File: src/hdl/lobm_pkg.sv
// lobm_pkg: shared types and constants of the limit order book matcher.
// Used by all hdl modules and the checker.
package lobm_pkg;

	localparam int ORDER_SLOTS_DEF = 32;

	localparam logic FUNC_SUBMIT = 1'b0;
	localparam logic FUNC_CANCEL = 1'b1;

	localparam logic KIND_TRADE = 1'b0;
	localparam logic KIND_DONE  = 1'b1;

	localparam logic [2:0] ST_RESTED   = 3'd0;
	localparam logic [2:0] ST_FILLED   = 3'd1;
	localparam logic [2:0] ST_DROPPED  = 3'd2;
	localparam logic [2:0] ST_CANCELED = 3'd3;
	localparam logic [2:0] ST_UNKNOWN  = 3'd4;

	typedef struct packed {
		logic        func;
		logic [31:0] order_id;
		logic        is_buy;
		logic [31:0] limit_price;
		logic [31:0] quantity;
	} req_t;

	typedef struct packed {
		logic        kind;
		logic [31:0] resting_id;
		logic [31:0] fill_qty;
		logic [31:0] trade_price;
		logic [2:0]  status;
		logic [31:0] left_qty;
		logic [5:0]  live_orders;
		logic [63:0] executions;
		logic        last;
	} rsp_t;

	typedef enum logic {OP_SUBMIT, OP_CANCEL} op_t;

	// classified request handed from the front queue to the engine
	typedef struct packed {
		op_t         op;
		logic        zero_qty;
		logic [31:0] order_id;
		logic        is_buy;
		logic [31:0] limit_price;
		logic [31:0] quantity;
	} cmd_t;

	// one resting order
	typedef struct packed {
		logic [31:0] order_id;
		logic        buy;
		logic [31:0] price;
		logic [31:0] qty;
		logic [31:0] age;
	} slot_t;

	typedef struct packed {
		logic [31:0] resting_id;
		logic [31:0] qty;
		logic [31:0] price;
	} trade_t;

	// engine -> report unit
	typedef struct packed {
		logic        trade_en;
		trade_t      trade;
		logic        done;
		logic [2:0]  status;
		logic [31:0] left_qty;
		logic [5:0]  live;
		logic [63:0] execs;
	} eng_rep_t;

	typedef enum logic [1:0] {ENG_IDLE, ENG_SCAN, ENG_ACT, ENG_FINISH} eng_state_t;
	typedef enum logic [1:0] {REP_IDLE, REP_FETCH, REP_EMIT, REP_LAST} rep_state_t;

endpackage

File: src/hdl/lobm_chan_if.sv
// lobm_chan_if: valid/ready channel carrying one payload of type T.
// Depends on nothing; payload types come from lobm_pkg.
interface lobm_chan_if #(parameter type T = logic);
	logic valid;
	logic ready;
	T     data;
	modport source (output valid, output data, input ready);
	modport sink (input valid, input data, output ready);
endinterface

File: src/hdl/lobm_report.sv
// lobm_report: buffers the trades of one request, then plays them out with the completion.
// Depends on lobm_pkg and lobm_chan_if; fed by lobm_engine.
module lobm_report
	import lobm_pkg::*;
#(
	parameter int ORDER_SLOTS = ORDER_SLOTS_DEF
) (
	input  logic       clk,
	input  logic       arst_n,
	input  eng_rep_t   eng,
	output logic       busy,
	lobm_chan_if.source rsp
);
	localparam int IW = $clog2(ORDER_SLOTS);
	localparam int CW = $clog2(ORDER_SLOTS + 1);

	rep_state_t state_q, state_d;

	trade_t        tbuf [ORDER_SLOTS];
	trade_t        rdata_q;
	logic [CW-1:0] wr_ptr_q;
	logic [CW-1:0] rd_ptr_q;
	logic [2:0]    status_q;
	logic [31:0]   left_q;
	logic          out_valid_q;
	rsp_t          out_q;
	logic          free;
	logic          load_trade;
	logic          load_last;

	assign free      = !out_valid_q || rsp.ready;
	assign rsp.valid = out_valid_q;
	assign rsp.data  = out_q;

	always_comb begin
		state_d = state_q;
		case (state_q)
			REP_IDLE: begin
				if (eng.done) begin
					state_d = (wr_ptr_q != '0) ? REP_FETCH : REP_LAST;
				end
			end
			REP_FETCH: state_d = REP_EMIT;
			REP_EMIT: begin
				if (free) begin
					state_d = (rd_ptr_q + CW'(1) == wr_ptr_q) ? REP_LAST : REP_FETCH;
				end
			end
			REP_LAST: begin
				if (free) begin
					state_d = REP_IDLE;
				end
			end
			default: state_d = REP_IDLE;
		endcase
	end

	always_comb begin
		busy       = (state_q != REP_IDLE);
		load_trade = (state_q == REP_EMIT) && free;
		load_last  = (state_q == REP_LAST) && free;
	end

	always_ff @(posedge clk) begin
		if (eng.trade_en) begin
			tbuf[wr_ptr_q[IW-1:0]] <= eng.trade;
		end
		rdata_q <= tbuf[rd_ptr_q[IW-1:0]];
		if (eng.done) begin
			status_q <= eng.status;
			left_q   <= eng.left_qty;
		end
		if (load_trade || load_last) begin
			out_q.kind        <= load_last ? KIND_DONE : KIND_TRADE;
			out_q.resting_id  <= load_last ? 32'd0 : rdata_q.resting_id;
			out_q.fill_qty    <= load_last ? 32'd0 : rdata_q.qty;
			out_q.trade_price <= load_last ? 32'd0 : rdata_q.price;
			out_q.status      <= load_last ? status_q : ST_RESTED;
			out_q.left_qty    <= load_last ? left_q : 32'd0;
			out_q.live_orders <= eng.live;
			out_q.executions  <= eng.execs;
			out_q.last        <= load_last;
		end
	end

	always_ff @(posedge clk or negedge arst_n) begin
		if (!arst_n) begin
			state_q     <= REP_IDLE;
			wr_ptr_q    <= '0;
			rd_ptr_q    <= '0;
			out_valid_q <= 1'b0;
		end else begin
			state_q <= state_d;
			if (eng.trade_en) begin
				wr_ptr_q <= wr_ptr_q + CW'(1);
			end
			if (load_trade) begin
				rd_ptr_q <= rd_ptr_q + CW'(1);
			end
			if (load_last) begin
				wr_ptr_q <= '0;
				rd_ptr_q <= '0;
			end
			if (load_trade || load_last) begin
				out_valid_q <= 1'b1;
			end else if (rsp.ready) begin
				out_valid_q <= 1'b0;
			end
		end
	end
endmodule

File: src/flat_wrapper.sv
// flat-port wrapper written by rule: the top's interface ports become plain ports
module lobm_report_flat import lobm_pkg::*;
#(
	parameter int ORDER_SLOTS = ORDER_SLOTS_DEF
)
  (clk, arst_n, eng, busy, rsp_valid, rsp_data, rsp_ready);
  lobm_chan_if rsp_i ();
  input  logic clk;
  input  logic arst_n;
  input  eng_rep_t eng;
  output logic busy;
  output wire logic [$bits(rsp_i.valid)-1:0] rsp_valid;
  output wire logic [$bits(rsp_i.data)-1:0] rsp_data;
  input wire logic [$bits(rsp_i.ready)-1:0] rsp_ready;
  assign rsp_valid = rsp_i.valid;
  assign rsp_data = rsp_i.data;
  assign rsp_i.ready = rsp_ready;
  lobm_report #(.ORDER_SLOTS(ORDER_SLOTS)) u_core (.clk(clk), .arst_n(arst_n), .eng(eng), .busy(busy), .rsp(rsp_i));
endmodule
File: config.mk
export PLATFORM = sky130hd
export DESIGN_NAME = lobm_report_flat
export DESIGN_NICKNAME = d
export VERILOG_FILES = /design/src/hdl/lobm_pkg.sv /design/src/hdl/lobm_chan_if.sv /design/src/hdl/lobm_report.sv /design/src/flat_wrapper.sv
export SDC_FILE = /design/constraint.sdc
export NUM_CORES = 1
export LEC_CHECK = 0
export BUFFER_PORTS_ARGS = -buffer_cell sky130_fd_sc_hd__buf_4
export CORE_AREA = 2 2 81 83
export CTS_CLUSTER_SIZE = 24
export DETAILED_ROUTE_END_ITERATION = 10
export DIE_AREA = 0 0 83 85
export PLACE_DENSITY = 0.61
export SLEW_MARGIN = 20
export SYNTH_ARGS = -nofsm -noshare
export SYNTH_HDL_FRONTEND = slang
export SYNTH_SLANG_ARGS = --single-unit
File: constraint.sdc
create_clock -name clk -period 2 [get_ports clk]
set_input_delay 0.1 -clock clk [delete_from_list [all_inputs] [get_ports clk]]
set_output_delay 0.1 -clock clk [all_outputs]
set_load 0.01 [all_outputs]
## Word-level counts from Yosys, hierarchy flattened

Cells that the tools add are included.

| word-level totals | value |
|---|---|
| input port bits | 206 |
| bits in writable memories | 0 |
| register bits after elaboration | 16 |
| memories | 0 |
| output and inout bits | 3 |
| memory bits (read-only) | 0 |
| latch bits | 0 |

| cells by class | value |
|---|---|
| divide/modulo/power cells | 0 |
| shift operators | 0 |
| $mul | 0 |
| equality and inequality tests | 7 |
| bitwise gates (word level) | 0 |
| order comparisons | 0 |
| multiplexer cells | 12 |
| $add $sub $neg | 2 |
| reductions and logical operators | 12 |

Operators with widths:

| operator | number |
|---|---|
| two-way mux 6 bit | 4 |
| adder 6 x 1 -> 6 bit (second input constant) | 2 |
| two-way mux 2 bit | 5 |
| one-hot mux 2 bit (4 select lines) | 1 |
| nonzero test 2 bit | 4 |
| == test 6 bit | 1 |
| nonzero test 6 bit | 1 |
| == test 2 bit (second input constant) | 2 |
| != test 2 x 1 -> 1 bit (second input constant) | 2 |
| AND reduction 3 bit | 1 |
| == test 2 x 1 -> 1 bit (second input constant) | 1 |
| logical AND 1 bit | 2 |
| zero test 2 bit | 1 |
| logical OR 1 bit | 2 |
| two-way mux 1 bit | 2 |
| != test 2 bit (second input constant) | 1 |
| zero test 1 bit | 1 |

## Logic depth before layout (Yosys ltp)

| logic depth | value |
|---|---|
| depth after elaboration | 5 |
| gate-level depth with buffers | 6 |
| depth with buffers taken out | 6 |

## Worst setup path after synthesis

Ideal clock, no wire load.

| timing | value |
|---|---|
| path type | reg-to-reg |
| start | register u_core.rd_ptr_q[0] |
| end | register u_core.state_q[1] |
| cell stages (with the launch flop) | 5 |
| arrival time | 1.580 ns |
| path buffers | 0 |
| library setup time | 0.103 ns |
| setup slack | 0.316 ns |
| path through | dfrtp_1 -> ha_1 -> xor2_1 -> or4_4 -> o41ai_2 |

| on the way | value |
|---|---|
| cells in the longest elaborated chain, start to end | 5 |

RTL lines:

| what | RTL line | source |
|---|---|---|
| from (decl) | lobm_report.sv:22 | `logic [CW-1:0] rd_ptr_q;` |
| from (signal assigned) | lobm_report.sv:98 | `rd_ptr_q <= rd_ptr_q + CW'(1);` |
| adder 6 x 1 -> 6 bit | lobm_report.sv:46 | `state_d = (rd_ptr_q + CW'(1) == wr_ptr_q) ? REP_LAST : REP_FETCH;` |
| == test 6 bit | lobm_report.sv:46 |  |
| two-way mux 2 bit | lobm_report.sv:46 |  |
| two-way mux 2 bit | lobm_report.sv:45 | `if (free) begin` |
| one-hot mux 2 bit (4 select lines) | lobm_report.sv:37 | `case (state_q)` |
| to (signal assigned) | lobm_report.sv:93 | `state_q <= state_d;` |
| to (decl) | lobm_report.sv:17 | `rep_state_t state_q, state_d;` |

No other way between the ends. The select of a mux whose other input is x is not followed.
A chain may end at the register's enable or synchronous reset.

## Worst setup path after layout

| timing | value |
|---|---|
| start | register u_core.rd_ptr_q[1] |
| end | register u_core.state_q[1] |

The elaborated chain is that of the path after synthesis.

==> metrics.md <==
| Metric | Value |
|---|---|
| Cts hold-fix bufs | `1` |
| Mapped Cells | `96` |
| Worst-margin pin slew | `0.303 ns` |
| Final period utilization | `87.1%` |
| First-pass GRT wire length | `3270 microns` |
| Synth Register Bits | `16` |
| Status | `finished, final reports clean` |
| HP Class | `primary input to flop` |
| Min Hold Slack | `0.132 ns` |
| Slew Limit Fails | `0` |
| Internal | `0.915 mW` |
| Setup CP Type | `flop to flop` |
| Width of the die | `83 microns` |
| GP Congestion | `0.799` |
| Number of global-route vias before repair | `709` |
| TritonCTS clock tree | `done` |
| I/O pins | `209` |
| Most used cells in the layout excluding fill and tap cells | `dfrtp_1, o21ai_0, nand2_1, buf_4` |
| Largest area contributor in the synthesized netlist | `dfrtp_1` |
| Multi-input gate area | `474 sq um` |
| Worst Skew | `0.00352 ns` |
| CTS Buf Count | `3` |
| Util after Layout | `17.9%` |
| Crit path max fanout | `5` |
| Sequential group share of total power | `41.7%` |
| Total power | `1.53 mW` |
| Netlist cell types | `32` |
| CP max stage cell | `dfrtp_1` |
| Syn_nets | `305` |
| H-tree levels | `1` |
| Die Span Y | `85 microns` |
| Worst slew margin | `79.7%` |
| Leakage Power | `0.477 nW` |
| Vias/cell | `3.74` |
| Filler Cell Count | `676` |
| Pre-CTS setup slack | `0.253 ns` |
| Initial Util | `14.7%` |
| Min Tclk post-route | `1.74 ns` |
| Cells after DPL | `177` |
| Setup TNS | `0 ns` |
| CP endpoint kind | `flop` |
| Fin cells | `182` |
| Power Density | `1380 nW/um^2` |
| Register Area | `405 sq um` |
| Final hold violation count | `0` |
| Post-route ant nets | `0` |
| CTS Buffer Depth | `2` |
| # port buffers | `7` |
| Die Area | `7060 sq um` |
| Final wirelength | `1780 microns` |
| Endpoints failing setup | `0` |
| Overall Global Routing Usage | `5.61%` |
| Required @ worst endpoint | `2.15 ns` |
| N_diodes | `0` |
| First-iteration detailed-routing DRC count | `16` |
| Commonest non-fill, non-tap cell in the layout | `dfrtp_1` |
| Yosys top cell area share | `41.1%` |
| MaxCap Viol Count | `0` |
| Seq/Total Area, Yosys | `44.4%` |
| Layout cells sized above 1 | `14.3%` |
| Initial antenna violation count | `0` |
| Post-route DRC violation count | `0` |
| Num rows | `29` |
| Post-DP HPWL | `1310 microns` |
| Startpoint types | `flop` |
| Drt first pass iters | `4` |
| Reg clk slew, reported paths | `0.07 ns` |
| Max Freq | `574 MHz` |
| Detailed-route via count | `681` |
| Grt total ovfl | `0` |
| Later-pin clock latency in the skew report | `0.25 ns` |
| Synth-to-layout area growth | `21.5%` |
| Clock Power Share | `17.0%` |
| Critical path data arrival time | `1.89 ns` |
| Largest net degree at the start of global routing | `16` |
| Syn Area/Cell | `9.51 sq um` |
| Nets | `315` |
| Cells taking the most area after synthesis | `dfrtp_1, xor2_1, xnor2_1` |
| Post-Syn Area | `913 sq um` |
| Final WS setup | `0.259 ns` |
| Worst VDD drop | `0.588 mV` |
| Sw Share | `40.1%` |
| Comb power frac | `41.3%` |
| Synth Warn # | `0` |
| Unrepaired setup endpoints after global routing | `no` |
| Postcts setup bufs | `0` |
| Clock sink count | `16` |
| # resized after CTS | `0` |
| Clk Tree Root Cell | `clkbuf_8` |
| Core footprint | `6200 sq um` |
| Cell Area, Placed | `1050 sq um` |
| Switching Power | `0.612 mW` |
| DR WL/cell | `9.75 microns` |
| Finished Cell Area | `1110 sq um` |
| CP Cell Sequence | `ha_1, xor2_1, or4_4, o41ai_2` |
| Worst path max stage delay | `0.42 ns` |
final timing paths:
check | end | depth (start not counted) | slack [ns] | from
worst min-delay path | u_core.wr_ptr_q[0] | 3 | 0.13 | eng[202]
worst max register to register | u_core.state_q[1] | 4 | 0.26 | u_core.rd_ptr_q[1]
worst min register to register | u_core.rd_ptr_q[5] | 2 | 0.56 | u_core.rd_ptr_q[5]
max in group asynchronous | u_core.rd_ptr_q[5] | 2 | 1.57 | arst_n
min in group asynchronous | u_core.rd_ptr_q[3] | 2 | 0.24 | arst_n
worst max-delay path | u_core.state_q[1] | 4 | 0.26 | u_core.rd_ptr_q[1]
Yosys cell counts (all sizes together):
library cell	instances
clkbuf	4
nor4	1
a21oi	2
nand3	3
o41ai	1
nand4	2
o2111ai	1
or2	1
o22ai	1
xnor2	6
or3	2
nor2b	1
xor2	7
nand2	8
inv	5
a31oi	1
o31ai	1
mux2i	2
o21ai	10
nand2b	3
or4b	1
nand4bb	1
ha	3
edfxtp	1
nor3	2
nor2	7
and3	2
nand3b	1
dfrtp	15
or4	1
per-layer routing:
metal,vias to the layer above,routed length (microns),GRT usage [%]
li1,352,-,-
met1,318,857,7.15
met2,9,843,9.09
met3,2,42,0.778
met4,0,31,3.28
met5,-,0,0
final cells by class:
class	instances	share of cell area, %
multi-input combinational	71	42.7
sequential	16	36.5
tap	77	8.68
timing repair buffer	9	6.31
clock buffer	4	4.06
inverter	5	1.69
worst max-delay path, delay by kind of cell, from the launching register on:
kind                     cells  cell delay [ns]
AO/OA/AOI/OAI                1             0.33
XOR/XNOR                     1             0.15
adder cells (fa/ha/maj)      1             0.33
flip-flops                   1             0.42
AND/OR/NAND/NOR              1             0.41
cell families (layout without fill, tap and decap cells):
kind of cell	Yosys count	after routing	synth area share, %
adder cells (fa/ha/maj)	3	3	4.11
AND/OR/NAND/NOR	36	36	21.6
multiplexers	2	2	2.19
buffers and inverters	9	18	3.70
flip-flops	16	16	44.4
AO/OA/AOI/OAI	17	17	11.5
XOR/XNOR	13	13	12.5
power by group through the flow:
stage / registers, mW / logic [mW] / clock network [mW]
2_1_floorplan: 0.576 / 0.516 / 0
6_report: 0.637 / 0.631 / 0.259
3_5_place_dp: 0.643 / 0.638 / 0
3_3_place_gp: 0.641 / 0.629 / 0
4_1_cts: 0.637 / 0.642 / 0.265
5_1_grt: 0.660 / 0.731 / 0.274
sequential cells by signal, indices dropped and copies added (netlist names):
signal            flops
u_core.rsp.valid      1
u_core.rd_ptr_q       6
u_core.wr_ptr_q       6
u_core.rsp.data       1
u_core.state_q        2
Note: power is estimated with default switching activity, not from simulation.
