`src/hdl/lobm_pkg.sv`:
```
// lobm_pkg: shared types and constants of the limit order book matcher.
// Used by all hdl modules and the checker.
package lobm_pkg;

	localparam int ORDER_SLOTS_DEF = 32;

	localparam logic FUNC_SUBMIT = 1'b0;
	localparam logic FUNC_CANCEL = 1'b1;

	localparam logic KIND_TRADE = 1'b0;
	localparam logic KIND_DONE  = 1'b1;

	localparam logic [2:0] ST_RESTED   = 3'd0;
	localparam logic [2:0] ST_FILLED   = 3'd1;
	localparam logic [2:0] ST_DROPPED  = 3'd2;
	localparam logic [2:0] ST_CANCELED = 3'd3;
	localparam logic [2:0] ST_UNKNOWN  = 3'd4;

	typedef struct packed {
		logic        func;
		logic [31:0] order_id;
		logic        is_buy;
		logic [31:0] limit_price;
		logic [31:0] quantity;
	} req_t;

	typedef struct packed {
		logic        kind;
		logic [31:0] resting_id;
		logic [31:0] fill_qty;
		logic [31:0] trade_price;
		logic [2:0]  status;
		logic [31:0] left_qty;
		logic [5:0]  live_orders;
		logic [63:0] executions;
		logic        last;
	} rsp_t;

	typedef enum logic {OP_SUBMIT, OP_CANCEL} op_t;

	// classified request handed from the front queue to the engine
	typedef struct packed {
		op_t         op;
		logic        zero_qty;
		logic [31:0] order_id;
		logic        is_buy;
		logic [31:0] limit_price;
		logic [31:0] quantity;
	} cmd_t;

	// one resting order
	typedef struct packed {
		logic [31:0] order_id;
		logic        buy;
		logic [31:0] price;
		logic [31:0] qty;
		logic [31:0] age;
	} slot_t;

	typedef struct packed {
		logic [31:0] resting_id;
		logic [31:0] qty;
		logic [31:0] price;
	} trade_t;

	// engine -> report unit
	typedef struct packed {
		logic        trade_en;
		trade_t      trade;
		logic        done;
		logic [2:0]  status;
		logic [31:0] left_qty;
		logic [5:0]  live;
		logic [63:0] execs;
	} eng_rep_t;

	typedef enum logic [1:0] {ENG_IDLE, ENG_SCAN, ENG_ACT, ENG_FINISH} eng_state_t;
	typedef enum logic [1:0] {REP_IDLE, REP_FETCH, REP_EMIT, REP_LAST} rep_state_t;

endpackage

```
`src/hdl/lobm_engine.sv`:
```
// lobm_engine: order table and matching sequencer (scan, fill, rest, cancel).
// Depends on lobm_pkg; feeds lobm_report.
module lobm_engine
	import lobm_pkg::*;
#(
	parameter int ORDER_SLOTS = ORDER_SLOTS_DEF
) (
	input  logic     clk,
	input  logic     arst_n,
	input  logic     cmd_valid,
	input  cmd_t     cmd,
	output logic     cmd_pop,
	input  logic     rep_busy,
	output eng_rep_t eng
);
	localparam int IW = $clog2(ORDER_SLOTS);
	localparam int CW = $clog2(ORDER_SLOTS + 1);

	eng_state_t state_q, state_d;

	slot_t mem [ORDER_SLOTS];
	logic                   we;
	logic [IW-1:0]          waddr;
	slot_t                  wdata;

	logic [ORDER_SLOTS-1:0] valid_q;
	op_t                    op_q;
	logic [31:0]            id_q;
	logic                   buy_q;
	logic [31:0]            limit_q;
	logic [31:0]            rem_q;
	logic [31:0]            stamp_q;
	logic [63:0]            total_q;
	logic [5:0]             live_q;
	logic [CW-1:0]          ntr_q;

	logic [CW-1:0]          scan_idx_q;
	logic                   rd_vld_s1;
	logic [IW-1:0]          rd_idx_s1;
	slot_t                  rd_s1;

	logic                   best_found_q;
	logic [IW-1:0]          best_idx_q;
	slot_t                  best_q;
	logic [31:0]            best_age_q;
	logic                   free_found_q;
	logic [IW-1:0]          free_idx_q;

	logic                   issue;
	logic                   scan_end;
	logic                   accept;
	logic [31:0]            age;
	logic                   crosses;
	logic                   cand;
	logic                   better;
	logic [31:0]            fill;
	logic [31:0]            new_qty;
	logic [31:0]            rem_next;
	logic                   more;

	assign issue    = (state_q == ENG_SCAN) && (scan_idx_q < CW'(ORDER_SLOTS));
	assign scan_end = rd_vld_s1 && (rd_idx_s1 == IW'(ORDER_SLOTS - 1));
	assign accept   = cmd_pop;

	// evaluate one table entry per cycle
	always_comb begin
		age     = stamp_q - rd_s1.age;
		crosses = buy_q ? (limit_q >= rd_s1.price) : (limit_q <= rd_s1.price);
		if (op_q == OP_CANCEL) begin
			cand   = valid_q[rd_idx_s1] && (rd_s1.order_id == id_q);
			better = !best_found_q || (age < best_age_q);
		end else begin
			cand   = valid_q[rd_idx_s1] && (rd_s1.buy != buy_q) && crosses;
			better = !best_found_q
				|| (buy_q ? (rd_s1.price < best_q.price) : (rd_s1.price > best_q.price))
				|| ((rd_s1.price == best_q.price) && (age > best_age_q));
		end
	end

	always_comb begin
		fill     = (rem_q < best_q.qty) ? rem_q : best_q.qty;
		new_qty  = best_q.qty - fill;
		rem_next = rem_q - fill;
		more     = (rem_next != 32'd0) && (ntr_q != CW'(ORDER_SLOTS - 1));
	end

	// next state
	always_comb begin
		state_d = state_q;
		case (state_q)
			ENG_IDLE: begin
				if (accept) begin
					state_d = (cmd.op == OP_SUBMIT && cmd.zero_qty) ? ENG_FINISH : ENG_SCAN;
				end
			end
			ENG_SCAN: begin
				if (scan_end) begin
					state_d = ENG_ACT;
				end
			end
			ENG_ACT: begin
				if (op_q == OP_SUBMIT && best_found_q && more) begin
					state_d = ENG_SCAN;
				end else begin
					state_d = ENG_FINISH;
				end
			end
			ENG_FINISH: state_d = ENG_IDLE;
			default:    state_d = ENG_IDLE;
		endcase
	end

	// outputs
	always_comb begin
		cmd_pop        = (state_q == ENG_IDLE) && cmd_valid && !rep_busy;
		we             = 1'b0;
		waddr          = best_idx_q;
		wdata          = best_q;
		wdata.qty      = new_qty;
		eng.trade_en   = 1'b0;
		eng.trade.resting_id = best_q.order_id;
		eng.trade.qty  = fill;
		eng.trade.price = best_q.price;
		eng.done       = 1'b0;
		eng.status     = ST_FILLED;
		eng.left_qty   = 32'd0;
		eng.live       = live_q;
		eng.execs      = total_q;
		case (state_q)
			ENG_ACT: begin
				if (op_q == OP_SUBMIT && best_found_q) begin
					we           = 1'b1;
					eng.trade_en = 1'b1;
				end
			end
			ENG_FINISH: begin
				eng.done = 1'b1;
				if (op_q == OP_CANCEL) begin
					eng.status = best_found_q ? ST_CANCELED : ST_UNKNOWN;
				end else begin
					eng.left_qty = rem_q;
					if (rem_q == 32'd0) begin
						eng.status = ST_FILLED;
					end else if (free_found_q) begin
						eng.status     = ST_RESTED;
						we             = 1'b1;
						waddr          = free_idx_q;
						wdata.order_id = id_q;
						wdata.buy      = buy_q;
						wdata.price    = limit_q;
						wdata.qty      = rem_q;
						wdata.age      = stamp_q - 32'd1;
					end else begin
						eng.status = ST_DROPPED;
					end
				end
			end
			default: ;
		endcase
	end

	always_ff @(posedge clk) begin
		if (we) begin
			mem[waddr] <= wdata;
		end
		rd_s1 <= mem[scan_idx_q[IW-1:0]];
	end

	always_ff @(posedge clk) begin
		if (accept) begin
			op_q    <= cmd.op;
			id_q    <= cmd.order_id;
			buy_q   <= cmd.is_buy;
			limit_q <= cmd.limit_price;
			rem_q   <= cmd.quantity;
		end else if (state_q == ENG_ACT && op_q == OP_SUBMIT && best_found_q) begin
			rem_q <= rem_next;
		end
		if (rd_vld_s1 && cand && better) begin
			best_idx_q <= rd_idx_s1;
			best_q     <= rd_s1;
			best_age_q <= age;
		end
		rd_idx_s1 <= scan_idx_q[IW-1:0];
	end

	always_ff @(posedge clk or negedge arst_n) begin
		if (!arst_n) begin
			state_q      <= ENG_IDLE;
			valid_q      <= '0;
			stamp_q      <= 32'd0;
			total_q      <= 64'd0;
			live_q       <= 6'd0;
			ntr_q        <= '0;
			scan_idx_q   <= '0;
			rd_vld_s1    <= 1'b0;
			best_found_q <= 1'b0;
			free_found_q <= 1'b0;
			free_idx_q   <= '0;
		end else begin
			state_q   <= state_d;
			rd_vld_s1 <= issue;
			if (issue) begin
				scan_idx_q <= scan_idx_q + CW'(1);
			end
			if (rd_vld_s1) begin
				if (cand && better) begin
					best_found_q <= 1'b1;
				end
				if (!valid_q[rd_idx_s1] && !free_found_q) begin
					free_found_q <= 1'b1;
					free_idx_q   <= rd_idx_s1;
				end
			end
			case (state_q)
				ENG_IDLE: begin
					if (accept) begin
						ntr_q        <= '0;
						scan_idx_q   <= '0;
						best_found_q <= 1'b0;
						free_found_q <= 1'b0;
						if (cmd.op == OP_SUBMIT) begin
							stamp_q <= stamp_q + 32'd1;
						end
					end
				end
				ENG_ACT: begin
					if (op_q == OP_CANCEL) begin
						if (best_found_q) begin
							valid_q[best_idx_q] <= 1'b0;
							live_q              <= live_q - 6'd1;
						end
					end else if (best_found_q) begin
						total_q <= total_q + 64'd1;
						ntr_q   <= ntr_q + CW'(1);
						if (new_qty == 32'd0) begin
							valid_q[best_idx_q] <= 1'b0;
							live_q              <= live_q - 6'd1;
							if (!free_found_q || best_idx_q < free_idx_q) begin
								free_found_q <= 1'b1;
								free_idx_q   <= best_idx_q;
							end
						end
						if (more) begin
							// rescan; free slot is recomputed by the scan
							scan_idx_q   <= '0;
							best_found_q <= 1'b0;
							free_found_q <= 1'b0;
						end
					end
				end
				ENG_FINISH: begin
					if (op_q == OP_SUBMIT && rem_q != 32'd0 && free_found_q) begin
						valid_q[free_idx_q] <= 1'b1;
						live_q              <= live_q + 6'd1;
					end
				end
				default: ;
			endcase
		end
	end
endmodule

```
`config.mk`:
```
export PLATFORM = sky130hd
export DESIGN_NAME = lobm_engine
export DESIGN_NICKNAME = d
export VERILOG_FILES = /design/src/hdl/lobm_pkg.sv /design/src/hdl/lobm_engine.sv
export SDC_FILE = /design/constraint.sdc
export NUM_CORES = 2
export LEC_CHECK = 0
export BUFFER_PORTS_ARGS = -buffer_cell sky130_fd_sc_hd__clkbuf_2
export CORE_ASPECT_RATIO = 1.25
export CORE_UTILIZATION = 55
export DETAILED_ROUTE_END_ITERATION = 8
export PLACE_DENSITY = 0.71
export SLEW_MARGIN = 5
export SYNTH_ARGS = -nofsm -noshare
export SYNTH_HDL_FRONTEND = slang
export SYNTH_MEMORY_MAX_BITS = 65536
export SYNTH_SLANG_ARGS = --single-unit
```
`constraint.sdc`:
```
create_clock -name clk -period 42.5 [get_ports clk]
set_input_delay 0 -clock clk [delete_from_list [all_inputs] [get_ports clk]]
set_output_delay 0 -clock clk [all_outputs]
set_load 0.005 [all_outputs]
```
After elaboration in Yosys (flattened, before gate mapping)
Memories as Yosys holds them, arrays and structs flattened. A register that Yosys moved wholly into a read port is not among the register bits. Index checks and enable logic that the tools add are counted.

Flip-flop bits (word level): 425. Memory bits (writable): 4128. Output and inout port bits: 204. Logic and storage cells: 196. Memories kept: 1.

Memory list: mem (words 32, bits a word 129, read ports 1, clocked after memory_dff 1, write ports 1, line lobm_engine.sv:21) `slot_t mem [ORDER_SLOTS];`.

$add $sub $neg: 10. Magnitude comparators: 14. Eq/ne operators: 14. Multiplexer cells: 85. Bitwise logic cells: 5. Reduce and logical (&&, ||, !) cells: 43.

Operators with widths (count): $mux 129 (4); $mux 32 (9); $lt 32x32->1 (3); $sub 32x32->32 (3); $mux 6 (13); $add 64x1->64 const B (1); $eq 32x32->1 (2); $gt 32x32->1 (2); $logic_not 32->1 (2); $pmux 32 s2 (1); $reduce_bool 32->1 (2); $mux 5 (11); $mux 36 (1); $pmux 6 s2 (3); $add 32x1->32 const B (1); $and 32x32->32 (1); $ge 32x32->1 (1); $le 32x32->1 (1); $not 32->32 (1); $or 32x32->32 (1); $sub 32x1->32 const B (1); $mux 1 (28); $logic_and 1x1->1 (22); $add 6x1->6 const B (3); other kinds (26) (54).

Depth between registers and ports, before layout
Depth after elaboration: 12. Depth in mapped cells: 31.

Worst setup path after synthesis
No wires, ideal clock.

Path type: register to register. Start point: reg stamp_q[1]. End point: reg best_age_q[0], enable pin. Arrival time: 12.893 ns. Path slack: 28.861 ns. Cell stages (with the launch flop): 24. Path buffers: 0. Period minus slack after synthesis: 13.639 ns. Path through: dfrtp_1 ha_1 nor2b_1 o21ai_0 a21boi_0 o21ai_0 a21boi_0 a211oi_1 a21oi_1 a31o_2 a31o_2 a41o_1 o41a_1 nand4_1 o211ai_1 ha_1 nand4_1 or2_2 nor3_1 o21ai_0 o211ai_1 a31oi_1 a32o_1 a21oi_1.

Cells in the longest elaborated chain, start to end: 6.

RTL lines: from (decl) (line lobm_engine.sv:32) `logic [31:0] stamp_q;`; from (signal assigned) (line lobm_engine.sv:223) `stamp_q <= stamp_q + 32'd1;`; $sub 32x32->32 (*) (line lobm_engine.sv:67) `age = stamp_q - rd_s1.age;`; net age[31] (line lobm_engine.sv:52) `logic [31:0] age;`; $gt 32x32->1 (line lobm_engine.sv:76) `|| ((rd_s1.price == best_q.price) && (age > best_age_q));`; $logic_and 1x1->1 (line lobm_engine.sv:76); $logic_or 1x1->1 (line lobm_engine.sv:76); $mux 1 (*) (line lobm_engine.sv:69) `if (op_q == OP_CANCEL) begin`; $logic_and 1x1->1 (*) (line lobm_engine.sv:179) `if (rd_vld_s1 && cand && better) begin`; to (signal assigned) (line lobm_engine.sv:182) `best_age_q <= age;`; to (decl) (line lobm_engine.sv:45) `logic [31:0] best_age_q;`.

The timed path passes the listed nets; every way through them passes the cells marked *. A chain may end at the register's enable or synchronous reset.

Final worst setup path
Start point: reg rem_q[16]. End point: reg valid_q[8].

Cells in the longest elaborated chain, start to end: 6.

RTL lines: from (decl) (line lobm_engine.sv:31) `logic [31:0] rem_q;`; from (signal assigned) (line lobm_engine.sv:175) `rem_q <= cmd.quantity;`; from (signal assigned) (line lobm_engine.sv:177) `rem_q <= rem_next;`; $lt 32x32->1 (line lobm_engine.sv:81) `fill = (rem_q < best_q.qty) ? rem_q : best_q.qty;`; $mux 32 (line lobm_engine.sv:81); $sub 32x32->32 (line lobm_engine.sv:82) `new_qty = best_q.qty - fill;`; $logic_not 32->1 (line lobm_engine.sv:236) `if (new_qty == 32'd0) begin`; $ne 3x2->1 (no source line); $reduce_and 4->1 (no source line) (*); to (signal, indexed assignment) (line lobm_engine.sv:230) `valid_q[best_idx_q] <= 1'b0;`; to (signal, indexed assignment) (line lobm_engine.sv:237) `valid_q[best_idx_q] <= 1'b0;`; to (signal, indexed assignment) (line lobm_engine.sv:254) `valid_q[free_idx_q] <= 1'b1;`; to (decl) (line lobm_engine.sv:26) `logic [ORDER_SLOTS-1:0] valid_q;`.

Every way passes the cells marked *; elsewhere a longest branch is shown, timed or not.

==> out/metrics.yaml <==
clkTransAtPathRegs_ns: 0.07
r2r_cells: 23
post_drt_wl_per_cell_um: 35.11
met1_length_um: 193400
relSlewSlack_pct: 11.54
synth_cell_types: 108
rsz0062_at_grt: "false"
routabilityCongestion: 0.9343
place_area_mm2: 0.1956
power_density_mw_per_mm2: 64.17
rows: 239
period_share_pct: 18.98
vias_per_cell: 6.605
drv_cap: 0
synth_edf_count: 4392
cts_buffer_depth: 4
via_count: 97490
period_minus_slack_ns: 8.066
worstReg2RegStart: "rem_q[16]"
dr_wl_met3_um: 49850
start_util_pct: 55.31
dr_wl_met2_um: 255800
finalClockSkew_ns: 0.08417
comb_power_share_pct: 28.0
drt_iter0_drc: 13090
internal_power_mw: 9.544
ant_nets: 0
cp.depth: 23
syn_nets: 9492
cts_buffers: 434
finalWorstSetupSlack_ns: 34.43
cpMaxStageDelayCell: "a2111oi_0"
pre_cts_ws_ns: 34.60
clk_latency_ns: 1.01
finalHoldViolCount: 0
grt_overflow: 0
grt_first_pass_wirelength_um: 731200
synth_area_mm2: 0.1877
clkSinkCount: 4682
maxSlewViolCount: 0
pwr-share-clk_pct: 29.3
die-width_um: 524.6
power_leakage_nw: 69.43
status: "complete, no violations"
ios: 307
drive_gt1_share_pct: 27.53
rrSetupSlack_ns: 34.43
cp.required_ns: 43.35
dpl.hpwl_um: 289600
final_area_mm2: 0.2121
seqPwrFrac_pct: 42.6
worstSetupPathType: "flip-flop to flip-flop"
grt_use_total_pct: 30.19
syn_inst: 9198
crit_fanout: 39
setup_violations: 0
antenna_found_initial: 26
max_stage_delay_ns: 0.71
cp_num_buf_inv: 3
hp-class: "primary input to flip-flop"
cp-end-kind: "flip-flop"
top_signal_layer_used: "met5"
max_freq_ghz: 0.1240
async_flop_share_pct: 3.332
drc: 0
ys_seq_elements: 4682
ys.flop_type: "edfxtp_1"
io_buffers: 306
fin_util_pct: 62.48
cts-root-buf: "clkbuf_16"
nets: 10210
ir_drop_mv: 0.05928
worstReg2RegEnd: "valid_q[8]"
crit_family: "compound AO/OA/AOI/OAI gates"
ys_warn_count: 0
drt-total-wl_um: 518300
crit_start: "rem_q[16]"
ys_seq_area_share_pct: 73.76
cts_setup_buffers: 0
cts_tree: "done"
coreArea_mm2: 0.3394
arrival_ns: 8.91
grt_max_degree: 160
nFillCells: 22720
die_height_um: 655.2
worstMarginPinSlew_ns: 1.327
fin_total_pwr_mw: 13.61
syn_area_per_cell_um2: 20.41
drtPass1Iterations: 6
p_sw_mw: 4.063
finalSetupTns_ns: 0
worstSetupStartpointType: "flip-flop"
swShare_pct: 29.86
die_area_mm2: 0.3437
worstSetupEndpoint: "valid_q[8]"
crit_chain: "ha_1, a21o_1, a221o_1, a221oi_2, nand2_1, buf_4, a21oi_4, buf_4, nand2_1, o21ai_0, ha_1, inv_1, ha_1, a21oi_1, o21ai_0, a22oi_1, o21ai_0, a2111oi_0, nand4bb_1, nor4_2, nand4_4, a21oi_2, o221ai_1"
syn_to_final_growth_pct: 12.96
grt_pass1_vias: 97530
cts_htree_levels: 5
[cell usage after synthesis (all sizes together) (65+ instances only)]
library cell | instances | share of area, %
buf | 184 | 0.53
ha | 189 | 1.3
mux2 | 153 | 0.92
xnor2 | 182 | 0.86
nor3 | 70 | 0.19
dfrtp | 156 | 2.1
nand4 | 72 | 0.25
clkbuf | 304 | 0.61
mux4 | 1302 | 16
a21oi | 149 | 0.42
inv | 241 | 0.48
nor2 | 262 | 0.53
a21o | 65 | 0.26
edfxtp | 4392 | 70
o21ai | 214 | 0.57
xor2 | 73 | 0.35
nand3 | 76 | 0.20
dfxtp | 134 | 1.4
nand2 | 390 | 0.78
[layer usage]
layer | vias to the layer above | track usage (%)
met5 | - | 0
met1 | 51940 | 41.29
met4 | 18 | 9.891
met3 | 862 | 5.105
li1 | 39160 | -
met2 | 5514 | 49.85
[layout by cell type (no fill, tap or decap), types with 76 or more instances in the layout]
cell and instances:
o21ai_0 139, mux4_2 1302, dfxtp_1 134, nor2_1 227
dfrtp_1 151, nand3_1 76, ha_1 189, clkinv_2 95
mux2_2 143, clkbuf_16 440, dlygate4sd3_1 175, inv_1 240
clkbuf_1 87, buf_4 262, clkbuf_2 305, edfxtp_1 4392
xnor2_1 180, a21oi_1 131, nand2_1 388
[cells by family (layout without fill, tap and decap cells)]
group | after synthesis | in the layout | share of synthesized area (%)
buf+inv | 730 | 1820 | 1.621
xor+xnor | 255 | 255 | 1.210
other cells | 0 | 15 | 0
flops | 4682 | 4682 | 73.76
simple gates | 1160 | 1160 | 2.997
mux | 1460 | 1460 | 16.57
fa+ha+maj | 200 | 200 | 1.329
compound gates | 711 | 711 | 2.513
[per-stage QoR]
stage	instances	hold WS, ns
4_1_cts	14750	0.03329
3_5_place_dp	13760	0.1115
2_1_floorplan	9198	-0.2956
5_1_grt	14750	0.09549
3_3_place_gp	13760	0.09348
6_report	14760	0.1120
[how the worst min path moves through the flow]
stage,to,cells past startpoint,start,slack (ns)
finish,rem_q[24],4,cmd[24],0.11
global route,rem_q[24],4,cmd[24],0.1
CTS,rem_q[24],4,cmd[24],0.03
detailed placement,total_q[49],1,arst_n,0.11
global placement,total_q[49],1,arst_n,0.09
floorplan,best_found_q,0,arst_n,-0.30
[power by group through the flow]
stage / clock, mW / combinational, mW / sequential (mW)
after floorplan: 0 / 2.64 / 5.79
after global placement: 0 / 3.75 / 5.89
after detailed placement: 0 / 3.80 / 5.89
after CTS: 4.03 / 3.84 / 5.80
after global routing: 4.20 / 4.05 / 5.81
final: 3.99 / 3.81 / 5.80
[registers in the layout (all words and copies together) (netlist names), 5 cells and up]
signal and cells:
best_age_q 32, best_idx_q 5, best_q 65, eng 64, free_idx_q 5, id_q 32, limit_q 32, live_q 6
mem 4128, ntr_q 6, rd_idx_s1 5, rd_s1 129, rem_q 32, scan_idx_q 6, stamp_q 32, total_q 64
valid_q 32
[worst register-to-register path: stages (launching register included)]
cell and delay [ns]:
edfxtp_1 0.67, ha_1 0.34, a21o_1 0.19, a221o_1 0.37, a221oi_2 0.39, nand2_1 0.09
buf_4 0.23, a21oi_4 0.15, buf_4 0.41, nand2_1 0.10, o21ai_0 0.13, ha_1 0.60
inv_1 0.34, ha_1 0.60, a21oi_1 0.23, o21ai_0 0.11, a22oi_1 0.20, o21ai_0 0.18
a2111oi_0 0.71, nand4bb_1 0.30, nor4_2 0.42, nand4_4 0.39, a21oi_2 0.60, o221ai_1 0.21
[layout make-up]
type                            count  area, µm²  share of cell area, %
Clock buffer                      558      11760                  5.548
Antenna cell                       15      37.54                0.01770
Timing Repair Buffer              768       5764                  2.718
Multi-Input combinational cell   3786      46650                  22.00
Inverter                          242      913.4                 0.4307
Tap cell                         4458       5578                  2.630
Clock inverter                    252       2853                  1.345
Sequential cell                  4682     138500                  65.31
[repair_timing]
action | CTS | global route
hold endpoints to repair | 258 | 0
gates resized for setup | 0 | 0
hold buffers | 176 | 0
(Power assumes the default switching activity.)
